### src/rtl/core/trke_pkg.sv
// Shared constants, codes and control structs for the toy RSA key generation block.
package trke_pkg;

  localparam int PRIME_WIDTH_DEF = 8;
  localparam int MSG_WIDTH_DEF   = 16;

  localparam int P_FIELD_W = 8;
  localparam int M_FIELD_W = 16;
  localparam int O_FIELD_W = 16;
  localparam int STATUS_W  = 2;

  localparam logic [STATUS_W-1:0] ST_OK       = 2'd0;
  localparam logic [STATUS_W-1:0] ST_NOTPRIME = 2'd1;
  localparam logic [STATUS_W-1:0] ST_NOINV    = 2'd2;
  localparam logic [STATUS_W-1:0] ST_LOW      = 2'd3;

  // multiplier operand select
  localparam logic [2:0] MS_II   = 3'd0;
  localparam logic [2:0] MS_PQ   = 3'd1;
  localparam logic [2:0] MS_PHI  = 3'd2;
  localparam logic [2:0] MS_PHIK = 3'd3;
  localparam logic [2:0] MS_SQ   = 3'd4;
  localparam logic [2:0] MS_AM   = 3'd5;

  // divider operand select
  localparam logic [1:0] DV_PT  = 2'd0;
  localparam logic [1:0] DV_GCD = 2'd1;
  localparam logic [1:0] DV_INV = 2'd2;
  localparam logic [1:0] DV_MOD = 2'd3;

  typedef struct packed {
    logic       load;
    logic       set_low;
    logic       set_notprime;
    logic       set_noinv;
    logic       mul_en;
    logic [2:0] mul_sel;
    logic       div_start;
    logic [1:0] div_sel;
    logic       pt_init;
    logic       pt_q;
    logic       i_inc;
    logic       n_ld;
    logic       phi_ld;
    logic       e_init;
    logic       e_inc;
    logic       g_init;
    logic       g_step;
    logic       k_init;
    logic       k_inc;
    logic       d_ld;
    logic       acc_init;
    logic       acc_ld;
    logic       bit_init;
    logic       bit_dec;
  } trke_cmd_t;

  typedef struct packed {
    logic low_in;
    logic pt_q;
    logic sq_gt;
    logic div_done;
    logic rem_zero;
    logic e_ge_phi;
    logic gy_zero;
    logic gx_one;
    logic k_gt_e;
    logic e_bit;
    logic bit_zero;
  } trke_sts_t;

endpackage

### src/rtl/core/trke_div.sv
// Restoring divider, one quotient bit per cycle.
module trke_div
  import trke_pkg::*;
#(
  parameter int DW = 32,
  parameter int VW = 16
) (
  input  logic          clk,
  input  logic          rst_n,
  input  logic          start,
  input  logic [DW-1:0] dividend,
  input  logic [VW-1:0] divisor,
  output logic          done,
  output logic [DW-1:0] quot,
  output logic [VW-1:0] rem
);
  localparam int CW = $clog2(DW);

  logic          busy_r;
  logic          done_r;
  logic [CW-1:0] cnt_r;
  logic [DW-1:0] quo_r;
  logic [VW-1:0] rem_r;
  logic [VW-1:0] dvs_r;
  logic [VW:0]   trial;
  logic [VW:0]   diff;
  logic          ge;
  logic [VW-1:0] rem_nxt;

  assign trial   = {rem_r, quo_r[DW-1]};
  assign ge      = trial >= {1'b0, dvs_r};
  assign diff    = trial - {1'b0, dvs_r};
  assign rem_nxt = ge ? diff[VW-1:0] : trial[VW-1:0];

  always_ff @(posedge clk) begin
    if (!rst_n) begin
      busy_r <= 1'b0;
      done_r <= 1'b0;
      cnt_r  <= '0;
    end else begin
      done_r <= 1'b0;
      if (start) begin
        busy_r <= 1'b1;
        cnt_r  <= CW'(DW - 1);
      end else if (busy_r) begin
        if (cnt_r == '0) begin
          busy_r <= 1'b0;
          done_r <= 1'b1;
        end else begin
          cnt_r <= cnt_r - 1'b1;
        end
      end
    end
  end

  always_ff @(posedge clk) begin
    if (start) begin
      quo_r <= dividend;
      rem_r <= '0;
      dvs_r <= divisor;
    end else if (busy_r) begin
      quo_r <= {quo_r[DW-2:0], ge};
      rem_r <= rem_nxt;
    end
  end

  assign done = done_r;
  assign quot = quo_r;
  assign rem  = rem_r;
endmodule

### src/rtl/core/trke_dp.sv
// Datapath: operand registers, shared multiplier and shared divider.
module trke_dp
  import trke_pkg::*;
#(
  parameter int PRIME_WIDTH = PRIME_WIDTH_DEF,
  parameter int MSG_WIDTH   = MSG_WIDTH_DEF,
  localparam int PW = PRIME_WIDTH,
  localparam int NW = 2 * PRIME_WIDTH
) (
  input  logic                 clk,
  input  logic                 rst_n,
  input  trke_cmd_t            cmd,
  input  logic [P_FIELD_W-1:0] in_p,
  input  logic [P_FIELD_W-1:0] in_q,
  input  logic [M_FIELD_W-1:0] in_msg,
  output trke_sts_t            sts,
  output logic [NW-1:0]        res_n,
  output logic [NW-1:0]        res_phi,
  output logic [NW-1:0]        res_e,
  output logic [NW-1:0]        res_d,
  output logic [NW-1:0]        res_acc,
  output logic [STATUS_W-1:0]  res_status
);
  localparam int MW  = MSG_WIDTH;
  localparam int OPW = (NW > MW) ? NW : MW;
  localparam int DW  = 2 * OPW;
  localparam int BW  = $clog2(NW);

  logic [PW-1:0]       p_r, q_r, i_r;
  logic [MW-1:0]       msg_r;
  logic                pt_q_r;
  logic [NW-1:0]       n_r, phi_r, e_r, gx_r, gy_r, d_r, acc_r;
  logic [NW:0]         k_r;
  logic [BW-1:0]       bit_r;
  logic [STATUS_W-1:0] status_r;
  logic [DW-1:0]       prod_r;

  logic [PW-1:0]  a_c;
  logic [OPW-1:0] ma, mb;
  logic [DW-1:0]  prod_c;
  logic [DW-1:0]  dvd;
  logic [NW-1:0]  dvs;
  logic           div_done;
  logic [DW-1:0]  div_quot;
  logic [NW-1:0]  div_rem;

  assign a_c = pt_q_r ? q_r : p_r;

  always_comb begin
    case (cmd.mul_sel)
      MS_II: begin
        ma = OPW'(i_r);
        mb = OPW'(i_r);
      end
      MS_PQ: begin
        ma = OPW'(p_r);
        mb = OPW'(q_r);
      end
      MS_PHI: begin
        ma = OPW'(PW'(p_r - 1'b1));
        mb = OPW'(PW'(q_r - 1'b1));
      end
      MS_PHIK: begin
        ma = OPW'(phi_r);
        mb = OPW'(k_r);
      end
      MS_SQ: begin
        ma = OPW'(acc_r);
        mb = OPW'(acc_r);
      end
      MS_AM: begin
        ma = OPW'(acc_r);
        mb = OPW'(msg_r);
      end
      default: begin
        ma = '0;
        mb = '0;
      end
    endcase
  end

  assign prod_c = ma * mb;

  always_comb begin
    case (cmd.div_sel)
      DV_PT: begin
        dvd = DW'(a_c);
        dvs = NW'(i_r);
      end
      DV_GCD: begin
        dvd = DW'(gx_r);
        dvs = gy_r;
      end
      DV_INV: begin
        dvd = prod_r + DW'(1);
        dvs = e_r;
      end
      default: begin
        dvd = prod_r;
        dvs = n_r;
      end
    endcase
  end

  trke_div #(.DW(DW), .VW(NW)) u_div (
    .clk      (clk),
    .rst_n    (rst_n),
    .start    (cmd.div_start),
    .dividend (dvd),
    .divisor  (dvs),
    .done     (div_done),
    .quot     (div_quot),
    .rem      (div_rem)
  );

  always_ff @(posedge clk) begin
    if (cmd.load) begin
      p_r      <= PW'(in_p);
      q_r      <= PW'(in_q);
      msg_r    <= MW'(in_msg);
      n_r      <= '0;
      phi_r    <= '0;
      e_r      <= '0;
      d_r      <= '0;
      acc_r    <= '0;
      status_r <= ST_OK;
    end
    if (cmd.set_low)      status_r <= ST_LOW;
    if (cmd.set_notprime) status_r <= ST_NOTPRIME;
    if (cmd.set_noinv && status_r == ST_OK) status_r <= ST_NOINV;
    if (cmd.mul_en) prod_r <= prod_c;
    if (cmd.pt_init) begin
      pt_q_r <= cmd.pt_q;
      i_r    <= PW'(2);
    end
    if (cmd.i_inc)  i_r   <= i_r + 1'b1;
    if (cmd.n_ld)   n_r   <= prod_r[NW-1:0];
    if (cmd.phi_ld) phi_r <= prod_r[NW-1:0];
    if (cmd.e_init) e_r   <= NW'(2);
    if (cmd.e_inc)  e_r   <= e_r + 1'b1;
    if (cmd.g_init) begin
      gx_r <= e_r;
      gy_r <= phi_r;
    end
    if (cmd.g_step) begin
      gx_r <= gy_r;
      gy_r <= div_rem;
    end
    if (cmd.k_init)   k_r   <= (NW + 1)'(1);
    if (cmd.k_inc)    k_r   <= k_r + 1'b1;
    if (cmd.d_ld)     d_r   <= div_quot[NW-1:0];
    if (cmd.acc_init) acc_r <= NW'(1);
    if (cmd.acc_ld)   acc_r <= div_rem;
    if (cmd.bit_init) bit_r <= BW'(NW - 1);
    if (cmd.bit_dec)  bit_r <= bit_r - 1'b1;
  end

  assign sts.low_in   = (p_r < PW'(2)) || (q_r < PW'(2));
  assign sts.pt_q     = pt_q_r;
  assign sts.sq_gt    = prod_r > DW'(a_c);
  assign sts.div_done = div_done;
  assign sts.rem_zero = div_rem == '0;
  assign sts.e_ge_phi = e_r >= phi_r;
  assign sts.gy_zero  = gy_r == '0;
  assign sts.gx_one   = gx_r == NW'(1);
  assign sts.k_gt_e   = k_r > {1'b0, e_r};
  assign sts.e_bit    = e_r[bit_r];
  assign sts.bit_zero = bit_r == '0;

  assign res_n      = n_r;
  assign res_phi    = phi_r;
  assign res_e      = e_r;
  assign res_d      = d_r;
  assign res_acc    = acc_r;
  assign res_status = status_r;
endmodule

### config.mk
export PLATFORM = sky130hd
export DESIGN_NAME = trke_dp
export DESIGN_NICKNAME = d
export VERILOG_FILES = /design/src/rtl/core/trke_pkg.sv /design/src/rtl/core/trke_div.sv /design/src/rtl/core/trke_dp.sv
export SDC_FILE = /design/constraint.sdc
export NUM_CORES = 1
export LEC_CHECK = 0
export BUFFER_PORTS_ARGS = -buffer_cell sky130_fd_sc_hd__buf_2
export CAP_MARGIN = 0
export CORE_MARGIN = 10
export CORE_UTILIZATION = 59
export DETAILED_ROUTE_END_ITERATION = 6
export GPL_TIMING_DRIVEN = 0
export PLACE_DENSITY = 0.84
export SYNTH_ARGS = -nofsm -noshare
export SYNTH_HDL_FRONTEND = slang
export SYNTH_SLANG_ARGS = --single-unit
### constraint.sdc
create_clock -name clk -period 13.7 [get_ports clk]
set_input_delay 3.425 -clock clk [delete_from_list [all_inputs] [get_ports clk]]
set_output_delay 3.425 -clock clk [all_outputs]
set_load 0.1 [all_outputs]
==> results.txt <==
----------------------------------------------------
[Status]
  Run status ... completed

[Die]
  Placeable core area ... 0.0399 sq mm
  Die boundary height ... 222 um
  Starting Density ... 60.1%
  Die area ... 0.0491 sq mm
  Number of cell rows ... 73
  Die X-Extent ... 222 um
  Top Ports ... 154

[Timing]
  Shortest clock period the worst path allows after layout ... 11320 ps
  Final setup violation count ... 0
  Slack of the critical path ... 2380 ps
  Maximum clock frequency ... 88.4 MHz
  Hold slack ... 504 ps
  Number of hold violations in the final report ... 0
  Tightest Pin Transition ... 1400 ps
  Fin. max-slew vios ... 0
  Final TNS setup ... 0 ps
  Fraction of the cycle the final worst path needs ... 82.6%
  Unrepaired setup endpoints after global routing ... no
  Relative max-transition margin ... 6.03%
  Clk_skew ... 24.6 ps

[Logic synthesis]
  Post-synth EDFFs ... 254
  Synthesis-stage register bit count ... 279
  Ys Warns ... 0
  Dominant register cell in the synthesized netlist ... sky130_fd_sc_hd__edfxtp_1
  Number of standard cells after synthesis ... 2419
  Synth top area share ... 31.8%
  Post-Synthesis Cell Area ... 0.0240 sq mm
  Part of the Yosys area used for sequential elements ... 33.9%
  Post-Syn Nets ... 2844
  Synth area leader ... sky130_fd_sc_hd__edfxtp_1
  Mean instance size in the synthesized netlist ... 9.91 sq um
  Synth unique cells ... 75
  Fraction of registers with async set or reset after synthesis ... 0%
  Leading post-synthesis cells by cell area ... sky130_fd_sc_hd__edfxtp_1 32%, sky130_fd_sc_hd__fa_1 16%, sky130_fd_sc_hd__ha_1 8.8%, sky130_fd_sc_hd__inv_1 5.0%, sky130_fd_sc_hd__nor2_1 3.5%

[Setup path]
  Critical path fanouts, max ... 10
  Critical path origin ... cmd[21]
  Worst setup slack for register-to-register paths ... 4810 ps
  Highest cell delay on the worst timing path ... 1020 ps
  Terminus of the critical flop-to-flop path ... prod_r[28]
  Worst setup endpoint ... prod_r[29]
  Critical path cell sequence ... buf_2, buf_2, mux4_2, a22oi_1, clkbuf_1, nor2_1, fa_1, inv_1, fa_1, inv_1, fa_1, fa_1, fa_1, inv_1, fa_1, inv_1, ha_1, clkbuf_1, nand4_1, nor4_1, o311ai_1, nand3_1, a21oi_1, a311o_1
  CP most frequent cell ... sky130_fd_sc_hd__fa_1
  Required time reported for the critical path endpoint ... 14040 ps
  Kind of capture point of the worst setup path ... register
  Type of the worst setup path ... in2reg
  Critical Path Source Type ... input port
  Reg-to-reg critical path startpoint ... p_r[0]
  Data arrival time of the critical path ... 11650 ps
  Slowest stage cell on the critical path ... sky130_fd_sc_hd__a22oi_1
  R2r worst-path depth ... 26

[CTS]
  Number of H-tree levels ... 1
  Clock-pin transition on the worst setup and hold timing paths ... 60 ps
  Gates resized, CTS repair ... 0
  Post-CTS repair timing setup buffer count ... 0
  Sink count of the clock tree ... 279
  Maximum clock path buffer count ... 3
  Clock tree from TritonCTS ... yes
  TritonCTS Buffers ... 30
  Hold bufs inserted after CTS ... 0
  Cell at the root of the clock tree ... sky130_fd_sc_hd__clkbuf_16
  Clock latency of the later-clocked register in the worst-skew pair ... 590 ps

[GRT]
  Largest net degree at the start of global routing ... 40
  Antenna violations before repair ... 2
  Global route total overflow ... 0
  First-pass GRT wire length ... 117 mm
  Overall global routing resource usage ... 30.6%
  Number of global-route vias before repair ... 19600

[Placement]
  GP Congestion ... 1.03
  DPL Wire Length ... 60.9 mm
  Pre-CTS WS ... 1880 ps
  Count of input and output buffers ... 150
  Inst Count DP ... 3095

[Detailed routing]
  Iteration-0 DRC count of the detailed router ... 2452
  Avg WL per Cell ... 24.5 um
  Via/cell ratio ... 6.24
  Final wirelength ... 77.2 mm
  Router iterations before antenna repair ... 6
  Number of nets with antenna violations after routing ... 0
  Via count of the routed design ... 19700
  Residual DRC count ... 0

[Pwr]
  Leakage ... 11.6 nW
  Maximum ir drop on the vdd rail ... 0.000103 V
  Cell Pwr Density ... 126 mW/mm^2

[Finish]
  Area added between synthesis and finish ... 10.2%
  End-of-flow core utilization ... 66.2%
  Ratio of cells with drive above 1 in the final layout ... 11.0%
  Number of nets in the layout ... 3029
  Fillers ... 3085
  Count of placed standard cells in the final layout, fillers left out ... 3154

[Run]
  # Max-Cap Violations ... 0

[Hold path]
  Hold Path Class ... reg2reg
  Number of cells traversed by the worst hold path ... 1

----------------------------------------------------
-- area by class of cell --
class	count	area (sq um)	share of cell area, %
Clock buffer	30	751	2.84
Multi-Input combinational cell	1719	14200	53.9
Antenna cell	1	2.50	0.00947
Tap cell	525	657	2.49
Timing Repair Buffer	153	774	2.93
Inverter	319	1200	4.53
Buffer	102	424	1.61
Clock inverter	26	249	0.943
Sequential cell	279	8130	30.8
-- metrics by stage --
step | total power, mW | area [sq um]
after global placement | 2.45 | 25400
final | 3.33 | 26400
after CTS | 3.30 | 26400
after detailed placement | 2.48 | 25400
after floorplan | 2.10 | 24000
after global routing | 3.47 | 26400
-- synthesized netlist by cell type (10+ instances only) --
cell	instances
sky130_fd_sc_hd__fa_1	195
sky130_fd_sc_hd__nand2b_1	24
sky130_fd_sc_hd__buf_2	15
sky130_fd_sc_hd__xor2_1	31
sky130_fd_sc_hd__nor2b_1	28
sky130_fd_sc_hd__or2_2	16
sky130_fd_sc_hd__nor3_1	16
sky130_fd_sc_hd__nand2_1	223
sky130_fd_sc_hd__a31oi_1	13
sky130_fd_sc_hd__a22o_1	17
sky130_fd_sc_hd__a211oi_1	16
sky130_fd_sc_hd__mux2_2	17
sky130_fd_sc_hd__a21oi_1	88
sky130_fd_sc_hd__dfxtp_1	25
sky130_fd_sc_hd__xnor2_1	73
sky130_fd_sc_hd__nand3_1	40
sky130_fd_sc_hd__or3_1	11
sky130_fd_sc_hd__o21ai_1	10
sky130_fd_sc_hd__edfxtp_1	254
sky130_fd_sc_hd__a21o_1	21
sky130_fd_sc_hd__nor2_1	225
sky130_fd_sc_hd__mux4_2	18
sky130_fd_sc_hd__clkbuf_1	71
sky130_fd_sc_hd__and2_1	99
sky130_fd_sc_hd__nor4_1	20
sky130_fd_sc_hd__o21a_1	20
sky130_fd_sc_hd__ha_1	169
sky130_fd_sc_hd__and3_1	19
sky130_fd_sc_hd__inv_1	319
sky130_fd_sc_hd__and4_1	10
sky130_fd_sc_hd__mux2i_1	36
sky130_fd_sc_hd__buf_1	12
sky130_fd_sc_hd__a22oi_1	20
sky130_fd_sc_hd__o21ai_0	102
sky130_fd_sc_hd__nand4_1	35
-- layer usage --
layer | vias up | GRT usage [%] | wire length [um]
li1 | 8622 | - | -
met1 | 9538 | 39.8 | 29000
met2 | 1257 | 49.3 | 35800
met3 | 247 | 5.55 | 8610
met4 | 2 | 13.3 | 3810
met5 | - | 0 | 7
-- worst min path at each step --
stage                       start       endpoint  slack [ps]
CTS                 res_status[0]  res_status[1]         500
global placement    res_status[0]  res_status[1]         460
global route        res_status[0]  res_status[1]         510
floorplan           u_div.rem[15]  u_div.rem[15]         490
detailed placement  res_status[0]  res_status[1]         490
finish              res_status[0]  res_status[1]         500
-- flip-flops by register name, indices dropped and copies added (netlist names), 16 cells and up --
signal       cells
prod_r          32
u_div.quot      32
k_r             17
gx_r            16
gy_r            16
msg_r           16
res_acc         16
res_d           16
res_e           16
res_n           16
res_phi         16
u_div.dvs_r     16
u_div.rem       16
-- worst max-delay path, delay by kind of cell --
family                     cells  cell delay (ps)
muxes                          1              550
adders and majority gates      7             3430
and+or+nand+nor                4              860
AOI/OAI and AO/OA              4             1740
buffers and inverters          8             1620
-- cells by family after synthesis --
logic type / synth area share, %
and+or+nand+nor: 15.9
AOI/OAI and AO/OA: 10.5
xor gates and xnor gates: 3.80
DFF: 33.9
muxes: 3.99
buffers and inverters: 6.76
adders and majority gates: 25.1
-- layout by cell type (no fill, tap or decap), types with 13 or more instances in the layout --
cell type,count
sky130_fd_sc_hd__mux4_2,18
sky130_fd_sc_hd__inv_1,319
sky130_fd_sc_hd__nand4_1,35
sky130_fd_sc_hd__nand2b_1,24
sky130_fd_sc_hd__nor3_1,15
sky130_fd_sc_hd__xnor2_1,73
sky130_fd_sc_hd__nand3_1,40
sky130_fd_sc_hd__a21oi_1,88
sky130_fd_sc_hd__o21a_1,20
sky130_fd_sc_hd__a21o_1,21
sky130_fd_sc_hd__nor2_1,225
sky130_fd_sc_hd__mux2_2,17
sky130_fd_sc_hd__o21ai_0,101
sky130_fd_sc_hd__and2_1,99
sky130_fd_sc_hd__a211oi_1,16
sky130_fd_sc_hd__edfxtp_1,254
sky130_fd_sc_hd__or2_2,16
sky130_fd_sc_hd__clkbuf_16,30
sky130_fd_sc_hd__clkbuf_1,71
sky130_fd_sc_hd__a22o_1,17
sky130_fd_sc_hd__nor2b_1,28
sky130_fd_sc_hd__a22oi_1,20
sky130_fd_sc_hd__buf_2,166
sky130_fd_sc_hd__a31oi_1,13
sky130_fd_sc_hd__xor2_1,31
sky130_fd_sc_hd__fa_1,195
sky130_fd_sc_hd__nor4_1,20
sky130_fd_sc_hd__dfxtp_1,25
sky130_fd_sc_hd__mux2i_1,36
sky130_fd_sc_hd__nand2_1,223
sky130_fd_sc_hd__and3_1,19
sky130_fd_sc_hd__ha_1,169
-- power breakdown --
group | internal, mW | leakage, nW | switching (mW)
registers | 1.08 | 2.89 | 0.179
logic | 0.382 | 8.27 | 0.859
clock network | 0.461 | 0.477 | 0.361
Power figures use the tool's default switching activity.
