===== src/rtl/core/trke_pkg.sv =====
// Shared constants, codes and control structs for the toy RSA key generation block.
package trke_pkg;

  localparam int PRIME_WIDTH_DEF = 8;
  localparam int MSG_WIDTH_DEF   = 16;

  localparam int P_FIELD_W = 8;
  localparam int M_FIELD_W = 16;
  localparam int O_FIELD_W = 16;
  localparam int STATUS_W  = 2;

  localparam logic [STATUS_W-1:0] ST_OK       = 2'd0;
  localparam logic [STATUS_W-1:0] ST_NOTPRIME = 2'd1;
  localparam logic [STATUS_W-1:0] ST_NOINV    = 2'd2;
  localparam logic [STATUS_W-1:0] ST_LOW      = 2'd3;

  // multiplier operand select
  localparam logic [2:0] MS_II   = 3'd0;
  localparam logic [2:0] MS_PQ   = 3'd1;
  localparam logic [2:0] MS_PHI  = 3'd2;
  localparam logic [2:0] MS_PHIK = 3'd3;
  localparam logic [2:0] MS_SQ   = 3'd4;
  localparam logic [2:0] MS_AM   = 3'd5;

  // divider operand select
  localparam logic [1:0] DV_PT  = 2'd0;
  localparam logic [1:0] DV_GCD = 2'd1;
  localparam logic [1:0] DV_INV = 2'd2;
  localparam logic [1:0] DV_MOD = 2'd3;

  typedef struct packed {
    logic       load;
    logic       set_low;
    logic       set_notprime;
    logic       set_noinv;
    logic       mul_en;
    logic [2:0] mul_sel;
    logic       div_start;
    logic [1:0] div_sel;
    logic       pt_init;
    logic       pt_q;
    logic       i_inc;
    logic       n_ld;
    logic       phi_ld;
    logic       e_init;
    logic       e_inc;
    logic       g_init;
    logic       g_step;
    logic       k_init;
    logic       k_inc;
    logic       d_ld;
    logic       acc_init;
    logic       acc_ld;
    logic       bit_init;
    logic       bit_dec;
  } trke_cmd_t;

  typedef struct packed {
    logic low_in;
    logic pt_q;
    logic sq_gt;
    logic div_done;
    logic rem_zero;
    logic e_ge_phi;
    logic gy_zero;
    logic gx_one;
    logic k_gt_e;
    logic e_bit;
    logic bit_zero;
  } trke_sts_t;

endpackage


===== src/rtl/core/trke_ctrl.sv =====
// Controller: sequences prime test, exponent search, inverse search and exponentiation.
module trke_ctrl
  import trke_pkg::*;
(
  input  logic      clk,
  input  logic      rst_n,
  input  logic      in_valid,
  input  logic      out_free,
  input  trke_sts_t sts,
  output trke_cmd_t cmd,
  output logic      in_ready,
  output logic      out_load
);
  localparam logic [4:0] S_IDLE   = 5'd0;
  localparam logic [4:0] S_START  = 5'd1;
  localparam logic [4:0] S_PT_SQ  = 5'd2;
  localparam logic [4:0] S_PT_CHK = 5'd3;
  localparam logic [4:0] S_PT_DIV = 5'd4;
  localparam logic [4:0] S_N      = 5'd5;
  localparam logic [4:0] S_PHI    = 5'd6;
  localparam logic [4:0] S_E0     = 5'd7;
  localparam logic [4:0] S_E_CHK  = 5'd8;
  localparam logic [4:0] S_G_CHK  = 5'd9;
  localparam logic [4:0] S_G_DIV  = 5'd10;
  localparam logic [4:0] S_K_CHK  = 5'd11;
  localparam logic [4:0] S_K_MUL  = 5'd12;
  localparam logic [4:0] S_K_DIV  = 5'd13;
  localparam logic [4:0] S_XI     = 5'd14;
  localparam logic [4:0] S_X0     = 5'd15;
  localparam logic [4:0] S_X_SQ   = 5'd16;
  localparam logic [4:0] S_X_SQD  = 5'd17;
  localparam logic [4:0] S_X_SQW  = 5'd18;
  localparam logic [4:0] S_X_ML   = 5'd19;
  localparam logic [4:0] S_X_MLD  = 5'd20;
  localparam logic [4:0] S_X_MLW  = 5'd21;
  localparam logic [4:0] S_X_NX   = 5'd22;
  localparam logic [4:0] S_DONE   = 5'd23;

  logic [4:0] state_r, state_nxt;

  always_ff @(posedge clk) begin
    if (!rst_n) begin
      state_r <= S_IDLE;
    end else begin
      state_r <= state_nxt;
    end
  end

  assign in_ready = state_r == S_IDLE;

  always_comb begin
    cmd       = '0;
    out_load  = 1'b0;
    state_nxt = state_r;
    case (state_r)
      S_IDLE: begin
        if (in_valid) begin
          cmd.load  = 1'b1;
          state_nxt = S_START;
        end
      end
      S_START: begin
        if (sts.low_in) begin
          cmd.set_low = 1'b1;
          state_nxt   = S_DONE;
        end else begin
          cmd.pt_init = 1'b1;
          state_nxt   = S_PT_SQ;
        end
      end
      S_PT_SQ: begin
        cmd.mul_en  = 1'b1;
        cmd.mul_sel = MS_II;
        state_nxt   = S_PT_CHK;
      end
      S_PT_CHK: begin
        if (sts.sq_gt) begin
          if (sts.pt_q) begin
            state_nxt = S_N;
          end else begin
            cmd.pt_init = 1'b1;
            cmd.pt_q    = 1'b1;
            state_nxt   = S_PT_SQ;
          end
        end else begin
          cmd.div_start = 1'b1;
          cmd.div_sel   = DV_PT;
          state_nxt     = S_PT_DIV;
        end
      end
      S_PT_DIV: begin
        if (sts.div_done) begin
          if (sts.rem_zero) begin
            cmd.set_notprime = 1'b1;
            state_nxt        = S_N;
          end else begin
            cmd.i_inc = 1'b1;
            state_nxt = S_PT_SQ;
          end
        end
      end
      S_N: begin
        cmd.mul_en  = 1'b1;
        cmd.mul_sel = MS_PQ;
        state_nxt   = S_PHI;
      end
      S_PHI: begin
        cmd.n_ld    = 1'b1;
        cmd.mul_en  = 1'b1;
        cmd.mul_sel = MS_PHI;
        state_nxt   = S_E0;
      end
      S_E0: begin
        cmd.phi_ld = 1'b1;
        cmd.e_init = 1'b1;
        state_nxt  = S_E_CHK;
      end
      S_E_CHK: begin
        if (sts.e_ge_phi) begin
          cmd.k_init = 1'b1;
          state_nxt  = S_K_CHK;
        end else begin
          cmd.g_init = 1'b1;
          state_nxt  = S_G_CHK;
        end
      end
      S_G_CHK: begin
        if (sts.gy_zero) begin
          if (sts.gx_one) begin
            cmd.k_init = 1'b1;
            state_nxt  = S_K_CHK;
          end else begin
            cmd.e_inc = 1'b1;
            state_nxt = S_E_CHK;
          end
        end else begin
          cmd.div_start = 1'b1;
          cmd.div_sel   = DV_GCD;
          state_nxt     = S_G_DIV;
        end
      end
      S_G_DIV: begin
        if (sts.div_done) begin
          cmd.g_step = 1'b1;
          state_nxt  = S_G_CHK;
        end
      end
      S_K_CHK: begin
        if (sts.k_gt_e) begin
          cmd.set_noinv = 1'b1;
          state_nxt     = S_XI;
        end else begin
          cmd.mul_en  = 1'b1;
          cmd.mul_sel = MS_PHIK;
          state_nxt   = S_K_MUL;
        end
      end
      S_K_MUL: begin
        cmd.div_start = 1'b1;
        cmd.div_sel   = DV_INV;
        state_nxt     = S_K_DIV;
      end
      S_K_DIV: begin
        cmd.div_sel = DV_INV;
        if (sts.div_done) begin
          if (sts.rem_zero) begin
            cmd.d_ld  = 1'b1;
            state_nxt = S_XI;
          end else begin
            cmd.k_inc = 1'b1;
            state_nxt = S_K_CHK;
          end
        end
      end
      S_XI: begin
        cmd.acc_init = 1'b1;
        cmd.bit_init = 1'b1;
        state_nxt    = S_X0;
      end
      S_X0: begin
        if (sts.e_bit) begin
          state_nxt = S_X_SQ;
        end else begin
          cmd.bit_dec = 1'b1;
        end
      end
      S_X_SQ: begin
        cmd.mul_en  = 1'b1;
        cmd.mul_sel = MS_SQ;
        state_nxt   = S_X_SQD;
      end
      S_X_SQD: begin
        cmd.div_start = 1'b1;
        cmd.div_sel   = DV_MOD;
        state_nxt     = S_X_SQW;
      end
      S_X_SQW: begin
        cmd.div_sel = DV_MOD;
        if (sts.div_done) begin
          cmd.acc_ld = 1'b1;
          state_nxt  = sts.e_bit ? S_X_ML : S_X_NX;
        end
      end
      S_X_ML: begin
        cmd.mul_en  = 1'b1;
        cmd.mul_sel = MS_AM;
        state_nxt   = S_X_MLD;
      end
      S_X_MLD: begin
        cmd.div_start = 1'b1;
        cmd.div_sel   = DV_MOD;
        state_nxt     = S_X_MLW;
      end
      S_X_MLW: begin
        cmd.div_sel = DV_MOD;
        if (sts.div_done) begin
          cmd.acc_ld = 1'b1;
          state_nxt  = S_X_NX;
        end
      end
      S_X_NX: begin
        if (sts.bit_zero) begin
          state_nxt = S_DONE;
        end else begin
          cmd.bit_dec = 1'b1;
          state_nxt   = S_X_SQ;
        end
      end
      S_DONE: begin
        if (out_free) begin
          out_load  = 1'b1;
          state_nxt = S_IDLE;
        end
      end
      default: begin
        state_nxt = S_IDLE;
      end
    endcase
  end
endmodule

===== config.mk =====
export PLATFORM = sky130hd
export DESIGN_NAME = trke_ctrl
export DESIGN_NICKNAME = d
export VERILOG_FILES = /design/src/rtl/core/trke_pkg.sv /design/src/rtl/core/trke_ctrl.sv
export SDC_FILE = /design/constraint.sdc
export NUM_CORES = 1
export LEC_CHECK = 0
export ABC_AREA = 1
export BUFFER_PORTS_ARGS = -buffer_cell sky130_fd_sc_hd__buf_2
export CAP_MARGIN = 20
export CORE_MARGIN = 3
export CORE_UTILIZATION = 30
export DETAILED_ROUTE_END_ITERATION = 16
export PLACE_DENSITY = 0.57
export SLEW_MARGIN = 25
export SYNTH_ARGS = -nofsm -noshare
export SYNTH_HDL_FRONTEND = slang
export SYNTH_SLANG_ARGS = --single-unit

===== constraint.sdc =====
create_clock -name clk -period 2.9 [get_ports clk]
set_clock_uncertainty 0.1 [all_clocks]
set_input_delay 0.435 -clock clk [delete_from_list [all_inputs] [get_ports clk]]
set_output_delay 0.435 -clock clk [all_outputs]
set_load 0.01 [all_outputs]

==> results.cfg, run 1 <==
[worst_setup_path]
criticalPathCategory = register to primary output
critPathRequiredTime_ns = 2.37
crit_path_start_kind = register
end_kind = primary output
arrival_ns = 1.82
critPathMaxFanout = 7

[synth]
syn-num-nets = 212
synthesis.area_sq_um = 946
synth_fa_ha_area_frac = 0
yosys.area_share.simple = 0.647
synth_compound_area_frac = 0.0780
synth_cell_type_count = 20
synth.yosys.seq_area_share = 0.106
synth.area.mux_share = 0
synth-xor-area-share = 0
yosysWarnings = 0
syn_avg_cell_area_sq_um = 4.80
synth_top_family_by_area = simple AND/OR/NAND/NOR gates
ys_seq_elements = 5
netlist_instances = 197

[finish]
final-seq-area_sq_um = 100
reg_top3 = state_r x5
drive_above_1_share = 0.271
fin_nets = 256
nFillCells = 350
layout_common_cells = nand2_1 (67), buf_2 (43), nor2_1 (35)
final_common_cell = nand2_1
multi_input_area_sq_um = 686
regMostFlops = state_r
syn2layout_area_growth_pct = 28.2
largest_register_ffs = 5
antenna_cells = 0

[floorplanning]
io_pins = 44
fp.dieH_microns = 62.2
dieArea_sq_um = 3860
core_sq_um = 2880
rows = 19
start_util = 0.329
die_w_microns = 62.2

[grt]
grt_antenna_before_repair = 0
grt-ovfl-total = 0
grt_pass1_wl_microns = 5400
grt_max_degree = 12
gr-usage-all-layers = 0.171
grt_pass1_vias = 1173

[sta]
whs_ns = 0.325
finalMaxSlewViolations = 0
setup_violations = 0
hold_viol_final = 0
slew_headroom = 0.765
fin_crit_sh = 0.814
min_period_ns = 2.36
grt_setup_unrepaired = no
worst_slew_pin_slew_ns = 0.352
setup_tns_ns = 0
max_freq_mhz = 424

[clocking]
numCtsBuffers = 3
cts_setup_buffers = 0
cts_max_path_buffers = 2
ctsResizeCount = 0
hold_buffers = 0
h-tree-depth = 1
cts_tree = yes
root_buffer = clkbuf_4
clk_latency_ns = 0.25
clock-sinks = 5
clkTransAtPathRegs_ns = 0.04

[route]
dr.pass1.iters = 4
vias = 1278
ant_nets = 0
vias_per_cell = 4.53
wirelength_microns = 3290
drt_iter0_drc = 43
drc_errors = 0
wl_per_cell_microns = 11.7

[power_and_ir_drop]
vdd_drop_max_mv = 0.530
p_seq_frac = 0.157
power_switching_mw = 0.617
p_int_mw = 0.405
comb_power_share = 0.763
powerDensity_nw_per_um2 = 843
pwr-share-clk = 0.080
p_sw_frac = 0.604
power_leakage_nw = 0.850

[place]
port_buffers = 43
dp_hpwl_microns = 2850
gp_congestion = 0.919

[job]
max_cap_violations = 0

[hold_path]
hold_class = primary input to register

[status]
status = finished clean
per-stage QoR:
step           power, mW  area [sq um]  setup slack, ns  instances  utilization
5_1_grt             1.13          1210            0.403        282        0.421
2_1_floorplan      0.706           946             1.14        197            -
3_3_place_gp       0.944          1190            0.912        278        0.412
6_report            1.02          1210            0.540        282        0.421
3_5_place_dp       0.936          1190            0.853        278        0.412
4_1_cts             1.02          1210            0.578        282        0.421
cells in the mapped netlist:
master	n	area, sq um
buf_4	3	22.5
o31ai_1	1	7.51
nor3_1	7	35.0
a21oi_1	6	30.0
nand2_4	3	33.8
clkinv_2	1	5.00
inv_1	29	109
nor2_2	6	37.5
o2111ai_1	1	8.76
nor2_1	35	131
buf_2	1	5.00
dfxtp_1	5	100
inv_2	5	18.8
o21ai_0	4	20.0
nand2_1	67	251
nand2_2	1	6.26
or2_2	1	6.26
nand3_1	18	90.1
nand3_2	2	20.0
o211ai_1	1	7.51
power by group through the flow:
| stage | logic [mW] | registers (mW) | clock network, mW |
|---|---|---|---|
| 6_report | 0.779 | 0.161 | 0.0816 |
| 2_1_floorplan | 0.567 | 0.139 | 0 |
| 3_5_place_dp | 0.775 | 0.161 | 0 |
| 3_3_place_gp | 0.784 | 0.160 | 0 |
| 4_1_cts | 0.778 | 0.161 | 0.0836 |
| 5_1_grt | 0.869 | 0.169 | 0.0876 |
path summary, 6_finish.rpt:
kind,from,to,slack [ns],cells past startpoint
worst min register to register,state_r[0],state_r[0],0.44,2
worst max register to register,state_r[4],state_r[0],1.20,10
worst min-delay path,rst_n,state_r[3],0.33,3
worst max-delay path,state_r[1],cmd[17],0.54,8
cell families after synthesis:
| group | count (synthesis) |
|---|---|
| buffers and inverters | 39 |
| AO/OA/AOI/OAI | 13 |
| flip-flops | 5 |
| AND/OR/NAND/NOR | 140 |
layer usage:
| metal | part of all wire | global-route usage | vias up |
|---|---|---|---|
| met2 | 0.44 | 0.270 | 44 |
| met1 | 0.49 | 0.236 | 538 |
| met4 | 0.022 | 0.0718 | 0 |
| li1 | - | - | 689 |
| met3 | 0.051 | 0.0162 | 7 |
| met5 | 0 | 0 | - |
cell type report:
cell class	count	area share
Multi-Input combinational cell	153	0.566
Timing Repair Buffer	43	0.178
Inverter	35	0.109
Sequential cell	5	0.0826
Tap cell	42	0.0433
Clock buffer	4	0.0217
worst max-delay path: stages, from the launching register on:
cell	delay (ns)
dfxtp_1	0.42
inv_1	0.11
nand2_1	0.15
inv_1	0.07
o21ai_0	0.23
inv_1	0.09
nor3_1	0.21
o21ai_0	0.14
buf_2	0.16
No activity file was read; power rests on OpenSTA's default activity.
==> inputs of run 2 (changes only) <==
--- a/config.mk
+++ b/config.mk
@@ -5,7 +5,7 @@
 export SDC_FILE = /design/constraint.sdc
 export NUM_CORES = 1
 export LEC_CHECK = 0
-export ABC_AREA = 1
+export ABC_AREA = 0
 export BUFFER_PORTS_ARGS = -buffer_cell sky130_fd_sc_hd__buf_2
 export CAP_MARGIN = 20
 export CORE_MARGIN = 3
==> constraint.sdc (replaced) <==
create_clock -name clk -period 2.1 [get_ports clk]
set_clock_uncertainty 0.1 [all_clocks]
set_input_delay 0.315 -clock clk [delete_from_list [all_inputs] [get_ports clk]]
set_output_delay 0.315 -clock clk [all_outputs]
set_load 0.01 [all_outputs]
==> run 2 against run 1 <==
Cell count shrank 5.3%. Flip-flop and latch count unchanged. Combinational power is 73% higher. Largest cell class unchanged.
==> results.cfg, run 2 <==
[clocking]
hold_buffers = 0
cts_tree = yes
clock-sinks = 5
clk_latency_ns = 0.25
numCtsBuffers = 3
cts_max_path_buffers = 2
h-tree-depth = 1
root_buffer = clkbuf_4
clkTransAtPathRegs_ns = 0.04

[route]
drt_iter0_drc = 149
wirelength_microns = 4230
drc_errors = 0
vias = 1473
ant_nets = 0
vias_per_cell = 5.52
wl_per_cell_microns = 15.8
dr.pass1.iters = 4

[finish]
regMostFlops = state_r
layout_common_cells = buf_2 (43), buf_4 (24), nand2_1 (18), nor2_1 (18)
nFillCells = 338
drive_above_1_share = 0.444
antenna_cells = 0
final_common_cell = buf_2
final_core_util = 0.510
final-seq-area_sq_um = 110
syn2layout_area_growth_pct = 55.4
fin_nets = 239
multi_input_area_sq_um = 897
largest_register_ffs = 5
reg_top3 = state_r x5

[sta]
min_period_ns = 2.06
finalMaxSlewViolations = 0
setup_tns_ns = 0
setup_violations = 0
slew_headroom = 0.694
max_freq_mhz = 487
worst_slew_pin_slew_ns = 0.453
setup_ws_ns = 0.0448
fin_crit_sh = 0.979
hold_viol_final = 0

[synth]
synth.yosys.seq_area_share = 0.0959
synth_fa_ha_area_frac = 0
synth_cell_type_count = 49
synth_compound_area_frac = 0.315
ys_top_cells_by_count = nor2_1 (19), nand2_1 (18), buf_2 (9)
synth_top_family_by_area = simple AND/OR/NAND/NOR gates
synth-xor-area-share = 0.0168
yosys.area_share.simple = 0.439
ys.flop_type = dfxtp_1
synthesis.area_sq_um = 1040
yosys-top-cells-area = dfxtp_1 (9.6%), nor2_1 (6.8%), nand2_1 (6.5%), buf_2 (4.3%), nand2b_1 (4.2%)
syn_avg_cell_area_sq_um = 6.52
synthArstFlopShare = 0
yosysWarnings = 0
synth_edf_count = 0
yosysTopAreaCellShare = 0.0959
synth_top_cell_by_area = dfxtp_1
ys_seq_elements = 5
netlist_instances = 160
synth.area.mux_share = 0.0432
yosysMostFrequentCell = nor2_1
syn-num-nets = 175

[status]
status = finished clean

[grt]
grt_max_degree = 23
grt_pass1_vias = 1362
grt_pass1_wl_microns = 6350
grt_antenna_before_repair = 0
grt-ovfl-total = 0
gr-usage-all-layers = 0.188

[place]
pre_cts_ws_ns = 0.130
gp_congestion = 0.828
dp_hpwl_microns = 3170
port_buffers = 43

[worst_setup_path]
cp_slowest_stage_delay_ns = 0.50
criticalPathCategory = register to primary output
end_kind = primary output
crit_path_start_kind = register
cp_top_family = multiplexers
path_cells = buf_12 > nor2b_2 > mux4_2 > nand2_1 > o21ai_1 > buf_2
worstPathBufferInverterCount = 2
arrival_ns = 1.64
slowest_stage = mux4_2
critPathRequiredTime_ns = 1.68
critPathMaxFanout = 6

[floorplanning]
core_sq_um = 3180
io_pins = 44
start_util = 0.328
fp.dieH_microns = 65.0
dieArea_sq_um = 4220
die_w_microns = 65.0
rows = 20

[hold_path]
hold_class = primary input to register

[power_and_ir_drop]
power_leakage_nw = 0.715
vdd_drop_max_mv = 0.581
powerDensity_nw_per_um2 = 1020

[job]
max_cap_violations = 0
[run 2: changes by cell type after synthesis, sizes merged, moves of 7 or more]
| cell | previous run | this run |
|---|---|---|
| buf | 4 | 12 |
| nor2b | 0 | 7 |
| inv | 34 | 5 |
| nand2 | 71 | 18 |
| nand3 | 20 | 7 |
| nor2 | 41 | 19 |
| nand2b | 0 | 7 |
[run 2: per-stage QoR]
stage / instances / power, mW / area [sq um] / hold WS [ns]
final: 267 / 1.66 / 1620 / 0.253
after global routing: 267 / 1.78 / 1620 / 0.261
after CTS: 259 / 1.50 / 1490 / 0.250
after detailed placement: 254 / 1.36 / 1450 / 0.512
after global placement: 254 / 1.34 / 1450 / 0.499
after floorplan: 160 / 0.920 / 1050 / 0.353
[run 2: report_power, final]
group	internal [mW]	switching (mW)	leakage (nW)
Combinational	0.639	0.716	0.657
Sequential	0.131	0.0580	0.0433
Clock	0.0722	0.0449	0.0150
Total	0.842	0.819	0.715
[run 2: worst min-delay path: stages]
cell,delay (ns)
buf_2,0.13
inv_1,0.08
a211oi_2,0.04
[run 2: area by class of cell]
cell class,count,area share
Tap cell,44,0.0340
Sequential cell,5,0.0679
Multi-Input combinational cell,135,0.553
Timing Repair Buffer,74,0.317
Inverter,5,0.0116
Clock buffer,4,0.0162
[run 2: timing repair]
item	in CTS	in global routing
buffers inserted	1	7
gates cloned	0	1
gates resized for setup	5	14
setup endpoints to repair	4	9
pin swaps	2	3
[run 2: metal layers]
| layer | GRT usage | part of all wire |
|---|---|---|
| met5 | 0 | 0 |
| met4 | 0.0580 | 0.013 |
| met3 | 0.0156 | 0.077 |
| met2 | 0.317 | 0.47 |
| met1 | 0.252 | 0.44 |
[run 2: final timing paths]
path | startpoint | to | slack (ns) | cells after the start
max | state_r[1] | cmd[22] | 0.04 | 6
min | rst_n | state_r[4] | 0.25 | 3
max reg2reg | state_r[1] | state_r[1] | 0.13 | 8
min reg2reg | state_r[0] | state_r[0] | 0.58 | 3
[run 2: logic make-up after synthesis]
group	Yosys count
buffers and inverters	20
AOI/OAI and AO/OA	43
DFF	5
and+or+nand+nor	87
xor gates and xnor gates	2
muxes	3
==> inputs of run 3 (changes only) <==
==> constraint.sdc (replaced) <==
create_clock -name clk -period 1.67 [get_ports clk]
set_clock_uncertainty 0.1 [all_clocks]
set_input_delay 0.2505 -clock clk [delete_from_list [all_inputs] [get_ports clk]]
set_output_delay 0.2505 -clock clk [all_outputs]
set_load 0.01 [all_outputs]
==> run 3 against run 2 <==
Via count grew 22%. Register-to-register slack lost 0.34 ns. The flow now finishes with violations (setup timing). Sequential power is 48% higher. Die area did not move. Non-clock buffer count increased by 34. Count of clock-buffer cells in the layout fell by 1. Cell count grew 13%. Wire length increased by 31%. Critical path depth unchanged. Clock power rose by 24%. Setup slack lost 0.30 ns. Critical path type unchanged. Largest cell class unchanged. Worst hold slack got worse by 0.060 ns.
==> results.cfg, run 3 (same netlist as run 2, synthesis figures left out) <==
[status]
status = complete, but fails checks
violations = setup timing

[finish]
drive_above_1_share = 0.646
syn2layout_area_growth_pct = 109
nFillCells = 251
reg_top3 = state_r x5
layout_common_cells = buf_4 (45), buf_2 (40), buf_6 (18)
regMostFlops = state_r
final-seq-area_sq_um = 119
antenna_cells = 0
largest_register_ffs = 5
fin_nets = 273
multi_input_area_sq_um = 1130
fin_cells = 301
final_common_cell = buf_4

[floorplanning]
die_w_microns = 65.0
rows = 20
start_util = 0.328
io_pins = 44
fp.dieH_microns = 65.0
dieArea_sq_um = 4220
core_sq_um = 3180

[clocking]
numCtsBuffers = 3
clk_latency_ns = 0.25
cts_tree = yes
clock-sinks = 5
clkTransAtPathRegs_ns = 0.05
cts_max_path_buffers = 2
hold_buffers = 0
h-tree-depth = 1
root_buffer = clkbuf_4

[route]
wirelength_microns = 5520
vias_per_cell = 5.99
ant_nets = 0
vias = 1803
dr.pass1.iters = 5
wl_per_cell_microns = 18.3
drc_errors = 0
drt_iter0_drc = 223

[grt]
grt_use_met1 = 0.276
grt_antenna_before_repair = 0
grt-ovfl-total = 0
use_met3 = 0.0485
gr-usage-all-layers = 0.234
met2_usage = 0.406
busiest_layer = met2
grt_pass1_wl_microns = 7630
grt_pass1_vias = 1609
grt_max_degree = 19

[worst_setup_path]
critPathRequiredTime_ns = 1.32
critPathMaxFanout = 8
end_kind = primary output
crit_path_start_kind = register
arrival_ns = 1.57
criticalPathCategory = register to primary output

[place]
placed_cells = 276
dp_hpwl_microns = 3330
port_buffers = 43
gp_congestion = 0.959
pre_cts_ws_ns = -0.269

[power_and_ir_drop]
pwr-share-clk = 0.050
power_leakage_nw = 0.952
powerDensity_nw_per_um2 = 1330
p_seq_frac = 0.096
comb_power_share = 0.854
p_sw_frac = 0.473
p_int_mw = 1.53
vdd_drop_max_mv = 0.871
power_switching_mw = 1.38

[sta]
hold_viol_final = 0
setup_violations = 32
min_period_ns = 1.92
slew_headroom = 0.718
finalMaxSlewViolations = 0
setup_ws_ns = -0.254
max_freq_mhz = 520
worst_slew_pin_slew_ns = 0.417
fin_crit_sh = 1.15
grt_setup_unrepaired = yes

[job]
max_cap_violations = 0

[hold_path]
hold_class = primary input to register
-- run 3: cell types whose count changed in the layout (fill, tap and decap cells not counted), sizes merged --
cell	delta
clkinv	+2
buf	+35
clkbuf	-2
inv	-1
-- run 3: worst max-delay path: stages, from the launching register on --
cell and delay [ns]:
dfxtp_4 0.42, buf_4 0.16, nor2_2 0.04, mux4_2 0.44, nand2_1 0.07, o21ai_1 0.06, buf_2 0.14
-- run 3: what timing repair did --
action,CTS,global route
gates resized for setup,50,49
setup buffers,8,13
pin swaps,6,3
setup endpoints to repair,34,34
-- run 3: worst paths after layout --
path	cells past startpoint	from	slack [ns]	end
setup / recovery	6	state_r[1]	-0.25	cmd[22]
setup reg to reg	6	state_r[0]	-0.21	state_r[2]
hold reg to reg	3	state_r[4]	0.64	state_r[4]
hold / removal	3	rst_n	0.19	state_r[4]
-- run 3: layout make-up --
cell class,count,share of cell area
clock buffer,3,0.0103
clock inverter,1,0.00229
inverter,5,0.0143
multi-input combinational,135,0.516
sequential,5,0.0544
tap,44,0.0252
timing repair buffer,108,0.378
-- run 3: power by group through the flow --
stage / Clock, mW / Sequential, mW / Combinational (mW)
floorplan: 0 / 0.192 / 1.05
global placement: 0 / 0.255 / 1.62
detailed placement: 0 / 0.260 / 1.65
CTS: 0.146 / 0.292 / 1.97
global route: 0.154 / 0.288 / 2.62
finish: 0.145 / 0.279 / 2.49
-- run 3: per-stage QoR --
stage | area, sq um | utilization | TNS (ns) | hold slack, ns | total power, mW
floorplan | 1110 | - | -0.0242 | 0.289 | 1.24
CTS | 1890 | 0.594 | -4.57 | 0.182 | 2.41
global placement | 1610 | 0.506 | -1.67 | 0.446 | 1.88
detailed placement | 1610 | 0.506 | -2.06 | 0.452 | 1.91
global route | 2190 | 0.688 | -7.58 | 0.203 | 3.06
finish | 2190 | 0.688 | -5.44 | 0.193 | 2.91
-- run 3: per-layer routing --
layer	share of wire	routed length, microns
met2	0.50	2760
met4	0.046	256
met1	0.37	2040
met3	0.083	459
met5	0	0
